$ cat src/rtl/tsq_pkg.sv
`timescale 1ns / 1ps
// ----------------------------------------------------------------------------
// tsq_pkg
// Shared types, widths and reset values for the touch sample qualifier.
// ----------------------------------------------------------------------------
package tsq_pkg;

    localparam int READS_PER_RUN_DEF = 5;
    localparam int DROP_EACH_END_DEF = 1;

    localparam int DATA_W       = 10;
    localparam int ERR_W        = 8;
    localparam int COEF_W       = 16;
    localparam int CFG_IDX_W    = 3;
    localparam int PROD_W       = DATA_W + 1 + COEF_W;
    localparam int ACC_W        = PROD_W + 1;
    localparam int FRAC_W       = 14;
    localparam int OFFSET_SHIFT = 10;
    localparam int POS_W        = ACC_W - FRAC_W;

    typedef enum logic [CFG_IDX_W-1:0] {
        REG_AGREE_TOL = 3'd0,
        REG_X_GAIN    = 3'd1,
        REG_X_OFFSET  = 3'd2,
        REG_Y_GAIN    = 3'd3,
        REG_Y_OFFSET  = 3'd4,
        REG_X_LIMIT   = 3'd5,
        REG_Y_LIMIT   = 3'd6
    } cfg_reg_e;

    typedef enum logic [1:0] {
        RUN_X0 = 2'd0,
        RUN_Y0 = 2'd1,
        RUN_X1 = 2'd2,
        RUN_Y1 = 2'd3
    } run_e;

    typedef struct packed {
        logic        [ERR_W-1:0]  agree_tol;
        logic signed [COEF_W-1:0] x_gain;
        logic signed [COEF_W-1:0] x_offset;
        logic signed [COEF_W-1:0] y_gain;
        logic signed [COEF_W-1:0] y_offset;
        logic        [DATA_W-1:0] x_limit;
        logic        [DATA_W-1:0] y_limit;
    } cfg_t;

    localparam cfg_t CFG_RST = '{
        agree_tol: 8'd5,
        x_gain:    -16'sd12845,
        x_offset:  16'sd8130,
        y_gain:    -16'sd5424,
        y_offset:  16'sd4843,
        x_limit:   10'd480,
        y_limit:   10'd272
    };

    typedef struct packed {
        run_e              run;
        logic [DATA_W-1:0] mean;
    } mean_tok_t;

endpackage

$ cat src/rtl/tsq_sorter.sv
`timescale 1ns / 1ps
// ----------------------------------------------------------------------------
// tsq_sorter
// Group position counter and insertion-sorted run store; hands a snapshot of
// each completed sorted run to the next stage.
// ----------------------------------------------------------------------------
module tsq_sorter #(
    parameter int READS_PER_RUN = tsq_pkg::READS_PER_RUN_DEF
) (
    input  logic                                           clk,
    input  logic                                           rst_n,
    input  logic                                           in_valid,
    output logic                                           in_ready,
    input  logic [tsq_pkg::DATA_W-1:0]                     sample,
    input  logic                                           first,
    output logic                                           run_valid,
    input  logic                                           run_ready,
    output tsq_pkg::run_e                                  run_id,
    output logic [READS_PER_RUN-1:0][tsq_pkg::DATA_W-1:0]  run_vals
);
    import tsq_pkg::*;

    localparam int IDX_W = $clog2(READS_PER_RUN);
    localparam logic [IDX_W-1:0] LAST_IDX = IDX_W'(READS_PER_RUN - 1);

    logic [IDX_W-1:0]                         idx_reg, idx_next;
    run_e                                     run_reg, run_next;
    logic [READS_PER_RUN-1:0][DATA_W-1:0]     store_reg, store_next;
    logic [READS_PER_RUN-1:0][DATA_W-1:0]     snap_reg;
    run_e                                     snap_run_reg;
    logic                                     snap_valid_reg;

    logic [IDX_W-1:0]                         cur_idx;
    run_e                                     cur_run;
    logic                                     accept;
    logic                                     last;
    logic [READS_PER_RUN-1:0]                 own_gt;
    logic [READS_PER_RUN-1:0]                 below_gt;
    logic [READS_PER_RUN-1:0][DATA_W-1:0]     below_val;

    assign in_ready = !snap_valid_reg || run_ready;
    assign accept   = in_valid && in_ready;
    assign cur_idx  = first ? '0 : idx_reg;
    assign cur_run  = first ? RUN_X0 : run_reg;
    assign last     = (cur_idx == LAST_IDX);

    // one insertion step: entries above the new sample move up by one
    always_comb
    begin
        below_gt     = '0;
        below_val[0] = sample;
        for (int j = 0; j < READS_PER_RUN; j++)
        begin
            own_gt[j] = store_reg[j] > sample;
        end
        for (int j = 1; j < READS_PER_RUN; j++)
        begin
            below_gt[j]  = store_reg[j-1] > sample;
            below_val[j] = store_reg[j-1];
        end
        for (int j = 0; j < READS_PER_RUN; j++)
        begin
            if (IDX_W'(j) < cur_idx && !own_gt[j])
            begin
                store_next[j] = store_reg[j];
            end
            else if (IDX_W'(j) <= cur_idx)
            begin
                store_next[j] = below_gt[j] ? below_val[j] : sample;
            end
            else
            begin
                store_next[j] = store_reg[j];
            end
        end
    end

    always_comb
    begin
        if (last)
        begin
            idx_next = '0;
            run_next = run_e'(cur_run + 2'd1);
        end
        else
        begin
            idx_next = cur_idx + IDX_W'(1);
            run_next = cur_run;
        end
    end

    always_ff @(posedge clk or negedge rst_n)
    begin
        if (!rst_n)
        begin
            idx_reg        <= '0;
            run_reg        <= RUN_X0;
            snap_valid_reg <= 1'b0;
        end
        else
        begin
            if (accept)
            begin
                idx_reg <= idx_next;
                run_reg <= run_next;
            end
            if (accept && last)
            begin
                snap_valid_reg <= 1'b1;
            end
            else if (run_ready)
            begin
                snap_valid_reg <= 1'b0;
            end
        end
    end

    always_ff @(posedge clk)
    begin
        if (accept)
        begin
            store_reg <= store_next;
        end
        if (accept && last)
        begin
            snap_reg     <= store_next;
            snap_run_reg <= cur_run;
        end
    end

    assign run_valid = snap_valid_reg;
    assign run_id    = snap_run_reg;
    assign run_vals  = snap_reg;

endmodule

$ cat src/rtl/tsq_run_mean.sv
`timescale 1ns / 1ps
// ----------------------------------------------------------------------------
// tsq_run_mean
// Trimmed sum of a sorted run, then floored mean by reciprocal multiply.
// ----------------------------------------------------------------------------
module tsq_run_mean #(
    parameter int READS_PER_RUN = tsq_pkg::READS_PER_RUN_DEF,
    parameter int DROP_EACH_END = tsq_pkg::DROP_EACH_END_DEF
) (
    input  logic                                           clk,
    input  logic                                           rst_n,
    input  logic                                           run_valid,
    output logic                                           run_ready,
    input  tsq_pkg::run_e                                  run_id,
    input  logic [READS_PER_RUN-1:0][tsq_pkg::DATA_W-1:0]  run_vals,
    output logic                                           tok_valid,
    input  logic                                           tok_ready,
    output tsq_pkg::mean_tok_t                             tok
);
    import tsq_pkg::*;

    localparam bit TRIM_WIDE = (2 * DROP_EACH_END >= READS_PER_RUN);
    localparam int KEEP      = TRIM_WIDE ? 1 : READS_PER_RUN - 2 * DROP_EACH_END;
    localparam int LO        = TRIM_WIDE ? (READS_PER_RUN - 1) / 2 : DROP_EACH_END;
    localparam int SUM_W     = $clog2(KEEP * ((1 << DATA_W) - 1) + 1);
    localparam int DIV_SHIFT = SUM_W + $clog2(KEEP);
    localparam int MULT_W    = DIV_SHIFT + 1;
    localparam logic [MULT_W-1:0] DIV_MULT =
        MULT_W'(((1 << DIV_SHIFT) + KEEP - 1) / KEEP);

    logic                       s_valid_reg;
    logic [SUM_W-1:0]           sum_reg, sum_next;
    run_e                       s_run_reg;
    logic                       m_valid_reg;
    mean_tok_t                  tok_reg, tok_next;
    logic [SUM_W+MULT_W-1:0]    quot_full;
    logic                       m_load_ok;
    logic                       s_load_ok;

    assign m_load_ok = !m_valid_reg || tok_ready;
    assign s_load_ok = !s_valid_reg || m_load_ok;
    assign run_ready = s_load_ok;

    always_comb
    begin
        sum_next = '0;
        for (int k = 0; k < KEEP; k++)
        begin
            sum_next = sum_next + SUM_W'(run_vals[LO + k]);
        end
    end

    // exact floor division: the reciprocal carries enough extra bits
    assign quot_full     = (SUM_W + MULT_W)'(sum_reg) * (SUM_W + MULT_W)'(DIV_MULT);
    assign tok_next.run  = s_run_reg;
    assign tok_next.mean = quot_full[DIV_SHIFT +: DATA_W];

    always_ff @(posedge clk or negedge rst_n)
    begin
        if (!rst_n)
        begin
            s_valid_reg <= 1'b0;
            m_valid_reg <= 1'b0;
        end
        else
        begin
            if (s_load_ok)
            begin
                s_valid_reg <= run_valid;
            end
            if (m_load_ok)
            begin
                m_valid_reg <= s_valid_reg;
            end
        end
    end

    always_ff @(posedge clk)
    begin
        if (s_load_ok && run_valid)
        begin
            sum_reg   <= sum_next;
            s_run_reg <= run_id;
        end
        if (m_load_ok && s_valid_reg)
        begin
            tok_reg <= tok_next;
        end
    end

    assign tok_valid = m_valid_reg;
    assign tok       = tok_reg;

endmodule

$ cat src/rtl/tsq_position.sv
`timescale 1ns / 1ps
// ----------------------------------------------------------------------------
// tsq_position
// Keeps the run means of a group, checks agreement, calibrates both axes and
// holds the result in the output register.
// ----------------------------------------------------------------------------
module tsq_position (
    input  logic                        clk,
    input  logic                        rst_n,
    input  tsq_pkg::cfg_t               cfg,
    input  logic                        tok_valid,
    output logic                        tok_ready,
    input  tsq_pkg::mean_tok_t          tok,
    output logic                        out_valid,
    input  logic                        out_ready,
    output logic                        valid_res,
    output logic [tsq_pkg::DATA_W-1:0]  x_pos,
    output logic [tsq_pkg::DATA_W-1:0]  y_pos,
    output logic [tsq_pkg::DATA_W-1:0]  raw_x,
    output logic [tsq_pkg::DATA_W-1:0]  raw_y
);
    import tsq_pkg::*;

    function automatic logic [DATA_W-1:0] clamp_pos(
        input logic signed [ACC_W-1:0] acc,
        input logic [DATA_W-1:0]       limit
    );
        logic [POS_W-1:0] pos;
        pos = acc[ACC_W-1:FRAC_W];
        if (acc[ACC_W-1])
        begin
            return '0;
        end
        else if (pos > POS_W'(limit))
        begin
            return limit;
        end
        else
        begin
            return pos[DATA_W-1:0];
        end
    endfunction

    logic [DATA_W-1:0]          fx_reg, fy_reg, sx_reg;

    logic                       b_valid_reg;
    logic [DATA_W-1:0]          b_rx_reg, b_ry_reg;
    logic                       b_ok_reg;

    logic                       c_valid_reg;
    logic signed [PROD_W-1:0]   c_px_reg, c_py_reg;
    logic [DATA_W-1:0]          c_rx_reg, c_ry_reg;
    logic                       c_ok_reg;

    logic                       out_valid_reg;
    logic                       valid_res_reg;
    logic [DATA_W-1:0]          x_pos_reg, y_pos_reg, raw_x_reg, raw_y_reg;

    logic                       d_load_ok, c_load_ok, b_load_ok;
    logic                       tok_take;
    logic                       final_run;
    logic [DATA_W:0]            sum_x, sum_y;
    logic [DATA_W-1:0]          diff_x, diff_y;
    logic                       ok_next;
    logic signed [ACC_W-1:0]    acc_x, acc_y;

    assign d_load_ok = !out_valid_reg || out_ready;
    assign c_load_ok = !c_valid_reg || d_load_ok;
    assign b_load_ok = !b_valid_reg || c_load_ok;
    assign tok_ready = b_load_ok;
    assign tok_take  = tok_valid && tok_ready;
    assign final_run = (tok.run == RUN_Y1);

    assign sum_x  = {1'b0, fx_reg} + {1'b0, sx_reg};
    assign sum_y  = {1'b0, fy_reg} + {1'b0, tok.mean};
    assign diff_x = (fx_reg >= sx_reg) ? fx_reg - sx_reg : sx_reg - fx_reg;
    assign diff_y = (fy_reg >= tok.mean) ? fy_reg - tok.mean : tok.mean - fy_reg;
    assign ok_next = (diff_x <= DATA_W'(cfg.agree_tol)) && (diff_y <= DATA_W'(cfg.agree_tol));

    // Q.14 accumulator: offset is Q.4, so it lines up after a 10-bit shift
    assign acc_x = ACC_W'(c_px_reg) + (ACC_W'(cfg.x_offset) <<< OFFSET_SHIFT);
    assign acc_y = ACC_W'(c_py_reg) + (ACC_W'(cfg.y_offset) <<< OFFSET_SHIFT);

    always_ff @(posedge clk or negedge rst_n)
    begin
        if (!rst_n)
        begin
            fx_reg        <= '0;
            fy_reg        <= '0;
            sx_reg        <= '0;
            b_valid_reg   <= 1'b0;
            c_valid_reg   <= 1'b0;
            out_valid_reg <= 1'b0;
        end
        else
        begin
            if (tok_take)
            begin
                case (tok.run)
                    RUN_X0:  fx_reg <= tok.mean;
                    RUN_Y0:  fy_reg <= tok.mean;
                    RUN_X1:  sx_reg <= tok.mean;
                    default: ;
                endcase
            end
            if (b_load_ok)
            begin
                b_valid_reg <= tok_valid && final_run;
            end
            if (c_load_ok)
            begin
                c_valid_reg <= b_valid_reg;
            end
            if (d_load_ok)
            begin
                out_valid_reg <= c_valid_reg;
            end
        end
    end

    always_ff @(posedge clk)
    begin
        if (tok_take && final_run)
        begin
            b_rx_reg <= sum_x[DATA_W:1];
            b_ry_reg <= sum_y[DATA_W:1];
            b_ok_reg <= ok_next;
        end
        if (c_load_ok && b_valid_reg)
        begin
            c_px_reg <= $signed({1'b0, b_rx_reg}) * cfg.x_gain;
            c_py_reg <= $signed({1'b0, b_ry_reg}) * cfg.y_gain;
            c_rx_reg <= b_rx_reg;
            c_ry_reg <= b_ry_reg;
            c_ok_reg <= b_ok_reg;
        end
        if (d_load_ok && c_valid_reg)
        begin
            valid_res_reg <= c_ok_reg;
            x_pos_reg     <= c_ok_reg ? clamp_pos(acc_x, cfg.x_limit) : '0;
            y_pos_reg     <= c_ok_reg ? clamp_pos(acc_y, cfg.y_limit) : '0;
            raw_x_reg     <= c_rx_reg;
            raw_y_reg     <= c_ry_reg;
        end
    end

    assign out_valid = out_valid_reg;
    assign valid_res = valid_res_reg;
    assign x_pos     = x_pos_reg;
    assign y_pos     = y_pos_reg;
    assign raw_x     = raw_x_reg;
    assign raw_y     = raw_y_reg;

endmodule

$ cat src/rtl/touch_sample_qualifier.sv
`timescale 1ns / 1ps
// ----------------------------------------------------------------------------
// touch_sample_qualifier
// Trimmed-mean touch position filter with fixed-point calibration.
// ----------------------------------------------------------------------------
// Takes one raw sample request per clock. A group is 4*READS_PER_RUN samples
// (X, Y, X, Y runs); first=1 restarts the group. Each sample is insertion
// sorted into the run store in the cycle it is accepted, so the input never
// waits on the filter. One result per group: the edge that takes the last
// sample loads the snapshot, then the trimmed sum, reciprocal divide,
// agreement check, gain multiply and offset/clamp are registered in turn,
// the last into the output register that drives out_valid. The input stalls
// only when results back up into a full pipeline. Config writes are taken
// every cycle (cfg_ready is always high).
module touch_sample_qualifier #(
    parameter int READS_PER_RUN = tsq_pkg::READS_PER_RUN_DEF,
    parameter int DROP_EACH_END = tsq_pkg::DROP_EACH_END_DEF
) (
    input  logic                           clk,
    input  logic                           rst_n,
    input  logic                           in_valid,
    output logic                           in_ready,
    input  logic [tsq_pkg::DATA_W-1:0]     sample,
    input  logic                           first,
    output logic                           out_valid,
    input  logic                           out_ready,
    output logic                           valid_res,
    output logic [tsq_pkg::DATA_W-1:0]     x_pos,
    output logic [tsq_pkg::DATA_W-1:0]     y_pos,
    output logic [tsq_pkg::DATA_W-1:0]     raw_x,
    output logic [tsq_pkg::DATA_W-1:0]     raw_y,
    input  logic                           cfg_valid,
    output logic                           cfg_ready,
    input  logic [tsq_pkg::CFG_IDX_W-1:0]  cfg_index,
    input  logic [tsq_pkg::COEF_W-1:0]     cfg_data
);
    import tsq_pkg::*;

    cfg_t                                   cfg_reg, cfg_next;
    logic                                   run_valid, run_ready;
    run_e                                   run_id;
    logic [READS_PER_RUN-1:0][DATA_W-1:0]   run_vals;
    logic                                   tok_valid, tok_ready;
    mean_tok_t                              tok;

    assign cfg_ready = 1'b1;

    always_comb
    begin
        cfg_next = cfg_reg;
        if (cfg_valid)
        begin
            unique case (cfg_reg_e'(cfg_index))
                REG_AGREE_TOL: cfg_next.agree_tol = cfg_data[ERR_W-1:0];
                REG_X_GAIN:    cfg_next.x_gain    = cfg_data;
                REG_X_OFFSET:  cfg_next.x_offset  = cfg_data;
                REG_Y_GAIN:    cfg_next.y_gain    = cfg_data;
                REG_Y_OFFSET:  cfg_next.y_offset  = cfg_data;
                REG_X_LIMIT:   cfg_next.x_limit   = cfg_data[DATA_W-1:0];
                REG_Y_LIMIT:   cfg_next.y_limit   = cfg_data[DATA_W-1:0];
                default:       ;
            endcase
        end
    end

    always_ff @(posedge clk or negedge rst_n)
    begin
        if (!rst_n)
        begin
            cfg_reg <= CFG_RST;
        end
        else
        begin
            cfg_reg <= cfg_next;
        end
    end

    tsq_sorter #(
        .READS_PER_RUN (READS_PER_RUN)
    ) u_sorter (
        .clk       (clk),
        .rst_n     (rst_n),
        .in_valid  (in_valid),
        .in_ready  (in_ready),
        .sample    (sample),
        .first     (first),
        .run_valid (run_valid),
        .run_ready (run_ready),
        .run_id    (run_id),
        .run_vals  (run_vals)
    );

    tsq_run_mean #(
        .READS_PER_RUN (READS_PER_RUN),
        .DROP_EACH_END (DROP_EACH_END)
    ) u_run_mean (
        .clk       (clk),
        .rst_n     (rst_n),
        .run_valid (run_valid),
        .run_ready (run_ready),
        .run_id    (run_id),
        .run_vals  (run_vals),
        .tok_valid (tok_valid),
        .tok_ready (tok_ready),
        .tok       (tok)
    );

    tsq_position u_position (
        .clk       (clk),
        .rst_n     (rst_n),
        .cfg       (cfg_reg),
        .tok_valid (tok_valid),
        .tok_ready (tok_ready),
        .tok       (tok),
        .out_valid (out_valid),
        .out_ready (out_ready),
        .valid_res (valid_res),
        .x_pos     (x_pos),
        .y_pos     (y_pos),
        .raw_x     (raw_x),
        .raw_y     (raw_y)
    );

endmodule

$ cat config.mk
export PLATFORM = sky130hd
export DESIGN_NAME = touch_sample_qualifier
export DESIGN_NICKNAME = d
export VERILOG_FILES = /design/src/rtl/tsq_pkg.sv /design/src/rtl/tsq_sorter.sv /design/src/rtl/tsq_run_mean.sv /design/src/rtl/tsq_position.sv /design/src/rtl/touch_sample_qualifier.sv
export SDC_FILE = /design/constraint.sdc
export NUM_CORES = 2
export LEC_CHECK = 0
export BUFFER_PORTS_ARGS = -buffer_cell sky130_fd_sc_hd__buf_2
export CORE_MARGIN = 1.5
export CORE_UTILIZATION = 59
export DETAILED_ROUTE_END_ITERATION = 10
export PLACE_DENSITY = 0.79
export SLEW_MARGIN = 20
export SYNTH_ARGS = -nofsm -noshare
export SYNTH_HDL_FRONTEND = slang
export SYNTH_SLANG_ARGS = --single-unit
$ cat constraint.sdc
create_clock -name clk -period 5.55 [get_ports clk]
set_input_delay 0.8325 -clock clk [delete_from_list [all_inputs] [get_ports clk]]
set_output_delay 0.8325 -clock clk [all_outputs]
set_load 0.01 [all_outputs]
After elaboration in Yosys (flattened, before gate mapping):

Index checks and enable logic that the tools add are counted.

* bits of input ports: 35
* bits in writable memories: 0
* output and inout bits: 44
* bits in registers: 368
* bits in latches: 0
* memory bits (read-only): 0
* memories: 0
* word-level logic and storage cells: 153

* add/subtract/negate cells: 12
* $lt $le $gt $ge: 18
* multiply operators: 3
* reductions and logical operators: 46
* shifts and indexed selects: 0
* divide/modulo/power cells: 0
* equality and inequality tests: 10
* bitwise logic cells: 2
* multiplexer cells: 19

Operator list (number)
* $mux W10: 13
* $add A27 B26 Y28: 2
* $mul A11 B16 Y27: 2
* $gt A10 B10 Y1: 4
* $sub A10 B10 Y10: 4
* $add A10 B10 Y11: 3
* $gt A14 B10 Y1: 2
* $mul A12 B12 Y23 const B: 1
* $ge A10 B10 Y1: 2
* $le A10 B8 Y1: 2
* $reduce_and A2 Y1: 10
* $logic_and A1 B1 Y1: 14
* $add A12 B10 Y12: 1
* $eq A3 B3 Y1 const B: 4
* $logic_not A1 Y1: 10
* $eq A3 B2 Y1 const B: 2
* $le A1 B3 Y1 const A: 2
* $le A2 B3 Y1 const A: 2
* $logic_or A1 B1 Y1: 6
* $lt A1 B3 Y1 const A: 2
* $lt A2 B3 Y1 const A: 2
* $mux W3: 2
* $eq A2 B2 Y1 const B: 2
* $mux W2: 2
* other kinds (11): 14

Depth between registers and ports, before layout:

* depth after elaboration: 10
* depth in mapped cells: 21
* depth with buffers taken out: 20

Hierarchy:

A second synthesis with hierarchy kept.

* cells, all modules: 3431
* area, all modules: 35561.6 sq um

By module, submodules not included
* tsq_position: cells each 2275, instances 1, area an instance 21419.3 sq um
* tsq_sorter: cells each 542, instances 1, area an instance 6343.6 sq um
* tsq_run_mean: cells each 412, instances 1, area an instance 4246.6 sq um
* touch_sample_qualifier: cells each 202, instances 1, area an instance 3552.2 sq um

Worst setup path after synthesis:

Ideal clock, no wire load.

* path type: flip-flop to flip-flop
* from: register cfg_reg[75] (netlist bit)
* to: register u_position.c_px_reg[25], data pin
* arrival: 5.265 ns
* stages on the path, launching flop included: 20
* period minus slack after synthesis: 5.523 ns
* path slack: 0.027 ns
* buffers on the path: 1
* data required time: 5.292 ns
* path through: dfstp_2 -> clkbuf_1 -> nand2_1 -> fa_1 -> inv_1 -> fa_1 -> fa_1 -> fa_1 -> inv_1 -> fa_1 -> inv_1 -> ha_1 -> a211oi_1 -> o211ai_1 -> a21oi_1 -> nor3_1 -> o41a_1 -> a211o_1 -> a21oi_1 -> xnor2_1

* cells in the longest elaborated chain, start to end: 1

Ends and longest elaborated chain
* start, declared: line touch_sample_qualifier.sv:39 `cfg_t cfg_reg, cfg_next;`
* start signal, assigned: line touch_sample_qualifier.sv:74 `cfg_reg <= cfg_next;`
* $mul A11 B16 Y27: line tsq_position.sv:131 `c_px_reg <= $signed({1'b0, b_rx_reg}) * cfg.x_gain;`
* end signal, assigned: line tsq_position.sv:131
* end, declared: line tsq_position.sv:51 `logic signed [PROD_W-1:0] c_px_reg, c_py_reg;`

No other way between the ends.
A chain may end at the register's enable or synchronous reset.

Final worst setup path:

* from: register cfg_reg[78] (netlist bit)
* to: register u_position.c_px_reg[25], data pin

The elaborated chain is that of the path after synthesis.

==> reports/metrics.json <==
{
  "outcome": "completed",
  "setup.reg_to_reg.worst_slack_ns": 0.007,
  "cts_tree": "yes",
  "pin_count_of_the_biggest_net_entering_global_routing": 89,
  "rr_startpoint": "cfg_reg[78]",
  "layout_setup_ws_ns": 0.00714,
  "place.gp.congestion": 0.926,
  "slew_violations": 0,
  "post_route_utilization_pct": 66.2,
  "dp.final_hpwl_um": 56900,
  "mostFrequentLayoutCell": "inv_1",
  "timing.final.crit_share_pct": 99.9,
  "holdCritPathClass": "in -> async",
  "buffer_ports.inserted": 77,
  "die_width_um": 241,
  "synth_fp_nets": 3980,
  "iter_0_drt_violations": 1555,
  "grt_antenna_before_repair": 1,
  "cts_buffer_depth": 3,
  "max_cap_viol_count": 0,
  "groute.usage.overall_pct": 26.7,
  "critPathCaptureType": "flip-flop",
  "dp_worst_setup_slack_ns": -0.125,
  "synth-edff-count": 215,
  "hold_violations": 0,
  "timing.max_slew.rel_slack_pct": 23.4,
  "initial_utilization_pct": 59.5,
  "hold_fix_buffers_cts": 0,
  "clkLatencyLatePin_ns": 0.60,
  "fmax_mhz": 180,
  "routed_via_density": 5.56,
  "pwr-share-comb_pct": 71.8,
  "setup.worst_path.class": "reg -> reg",
  "ys_ff_latch": 348,
  "cts-root-buf": "clkbuf_16",
  "internal_power_mw": 13.9,
  "asyncSetResetFlopFracSynth_pct": 38.2,
  "largest_reg_flops": 92,
  "p_per_area_nw_per_um2": 671,
  "tightest_slew_ns": 1.14,
  "clock_sinks": 348,
  "layout_nets": 4138,
  "cts_buffers": 42,
  "worst_clock_skew_ns": 0.0438,
  "grt_pass1_vias": 24124,
  "seq_pwr_share_pct": 16.5,
  "switching_power_as_a_share_of_total_power_pct": 44.2,
  "drt.antenna.violating_nets": 0,
  "grt_setup_unrepaired": "true",
  "die-area_sq_um": 58100,
  "worstPathMaxFanout": 5,
  "yosysSeqAreaShare_pct": 29.4,
  "cts.reportedPaths.clkPinSlew_ns": 0.06,
  "wl_um": 74800,
  "synth_top_flop_cell": "edfxtp_1",
  "switching_power_mw": 11.0,
  "finalSetupViolations": 0,
  "top_level_ports": 79,
  "fin_hold_ws_ns": 0.323,
  "worstPathRequired_ns": 5.91,
  "leakage_power_figure_nw": 17.5,
  "area_inside_the_core_boundary_sq_um": 56200,
  "critical_path.startpoint_type": "flip-flop",
  "iteration_count_of_the_initial_detailed_routing_pass": 5,
  "clock_h_tree_levels": 2,
  "layout_common_cells": "606 x inv_1, 377 x ha_1, 328 x fa_1",
  "timing.rr.end": "u_position.c_px_reg[25]",
  "critical_path_arrival_ns": 5.90,
  "layout-drive-gt1-share_pct": 14.9,
  "globalRoute.totalOverflow": 0,
  "synthToLayoutAreaGrowth_pct": 11.3,
  "die_height_um": 241,
  "global_route_wire_length_before_repair_um": 123000,
  "post_synth_num_cell_types": 101,
  "post_synth_inst_count": 3227,
  "ir_drop_mv": 0.946,
  "antenna-diode-count": 0,
  "routed_wire_length_per_instance_um": 17.9,
  "drc": 0,
  "dr_total_vias": 23204,
  "syn-cell-area_sq_um": 33400,
  "synthesis.yosys.warnings": 0,
  "reg2regPathDepth": 19,
  "clock_power_share_pct": 11.6,
  "final_period_minus_worst_setup_slack_ns": 5.54,
  "std_cell_rows": 87,
  "synth.avg_cell_area_sq_um": 10.4
}
routing by layer:
metal  GRT usage (%)  vias up  part of all wire [%]
met5               0        -                     0
met4            8.69        0                   3.1
met3            2.83      134                   5.1
met2            45.1      675                    48
met1            36.2    11458                    44
li1                -    10937                     -
kinds of logic after synthesis:
| group | Yosys count | share of synthesized area [%] |
|---|---|---|
| compound gates | 453 | 9.03 |
| xor+xnor | 110 | 2.88 |
| fa+ha+maj | 718 | 34.4 |
| buf+inv | 701 | 7.96 |
| flops | 348 | 29.4 |
| mux | 174 | 5.77 |
| other cells | 1 | 0.0112 |
| simple gates | 722 | 10.5 |
cell usage after synthesis, types with 5 or more instances:
master	count	area [sq um]
nand4_1	28	175
o31ai_1	14	105
o21a_1	18	135
o211ai_1	10	75.1
buf_2	5	25.0
a211o_1	11	96.3
a21o_1	42	315
nor2_1	89	334
mux2i_1	27	270
or2_2	6	37.5
nand2b_1	13	81.3
o21ai_0	80	400
a31oi_1	15	93.8
fa_1	335	6710
o21bai_1	17	128
a21oi_1	126	631
and4_1	6	52.6
ha_1	383	4790
mux2_1	43	484
nor3_1	33	165
nand2_1	309	1160
nand3_1	28	140
clkbuf_1	80	300
dfrtp_1	91	2280
dfstp_2	42	1100
a211oi_1	13	97.6
inv_1	607	2280
nand4b_1	6	52.6
or3_1	5	31.3
a221oi_1	6	52.6
and2_1	143	895
xor2_1	24	210
o22ai_1	7	43.8
xnor2_1	86	753
edfxtp_1	215	6460
and3_1	11	68.8
mux2_2	103	1160
nor2b_1	24	150
o21ai_1	28	140
worst max-delay path, cell delays in order (launching register included):
cell and delay [ns]:
dfstp_2 0.54, buf_6 0.13, nand2_2 0.07, fa_1 0.53, inv_1 0.05, fa_2 0.55
fa_2 0.44, fa_1 0.56, inv_1 0.06, fa_1 0.38, inv_2 0.09, ha_4 0.20
a21o_1 0.18, nand2_2 0.06, nand2b_1 0.06, a221o_1 0.38, o41a_1 0.48, a211o_1 0.32
a21oi_2 0.15, xnor2_1 0.07
area by class of cell:
cell class	instances	area (sq um)
clock buffers	56	1170
clock inverters	22	284
fillers	4251	19000
inverters	610	2290
multi-input cells	2178	21200
flip-flops and latches	348	9840
well taps	756	946
repair buffers	205	1500
power by group through the flow:
stage / Sequential, mW / Clock (mW) / Combinational, mW
finish: 4.13 / 2.91 / 17.9
global route: 4.16 / 3.06 / 20.2
CTS: 4.13 / 2.96 / 16.7
detailed placement: 4.18 / 0 / 16.3
global placement: 4.17 / 0 / 15.7
floorplan: 4.02 / 0 / 12.1
worst max path at each step:
stage / start / end / slack [ns] / depth (start not counted)
final: cfg_reg[78] / u_position.c_px_reg[25] / 0.007 / 19
after global routing: cfg_reg[74] / u_position.c_px_reg[25] / -0.20 / 18
after CTS: cfg_reg[76] / u_position.c_px_reg[25] / 0.006 / 17
after global placement: cfg_reg[75] / u_position.c_px_reg[25] / -0.02 / 18
after detailed placement: cfg_reg[75] / u_position.c_px_reg[25] / -0.13 / 18
after floorplan: cfg_reg[75] / u_position.c_px_reg[25] / 0.03 / 19
timing repair:
action,in CTS,in global routing
gates resized for setup,5,46
endpoints found under the setup margin,8,19
buffers inserted,14,12
pin swaps,7,21
through the flow:
stage | cell area, sq um | setup TNS (ns) | std cells | power [mW]
global route | 37200 | -0.776 | 4175 | 27.4
detailed placement | 35300 | -0.233 | 4071 | 20.5
CTS | 36900 | 0 | 4163 | 23.8
finish | 37200 | 0 | 4175 | 25.0
floorplan | 33400 | 0 | 3227 | 16.1
global placement | 35300 | -0.0159 | 4071 | 19.9
(Power assumes the default switching activity.)
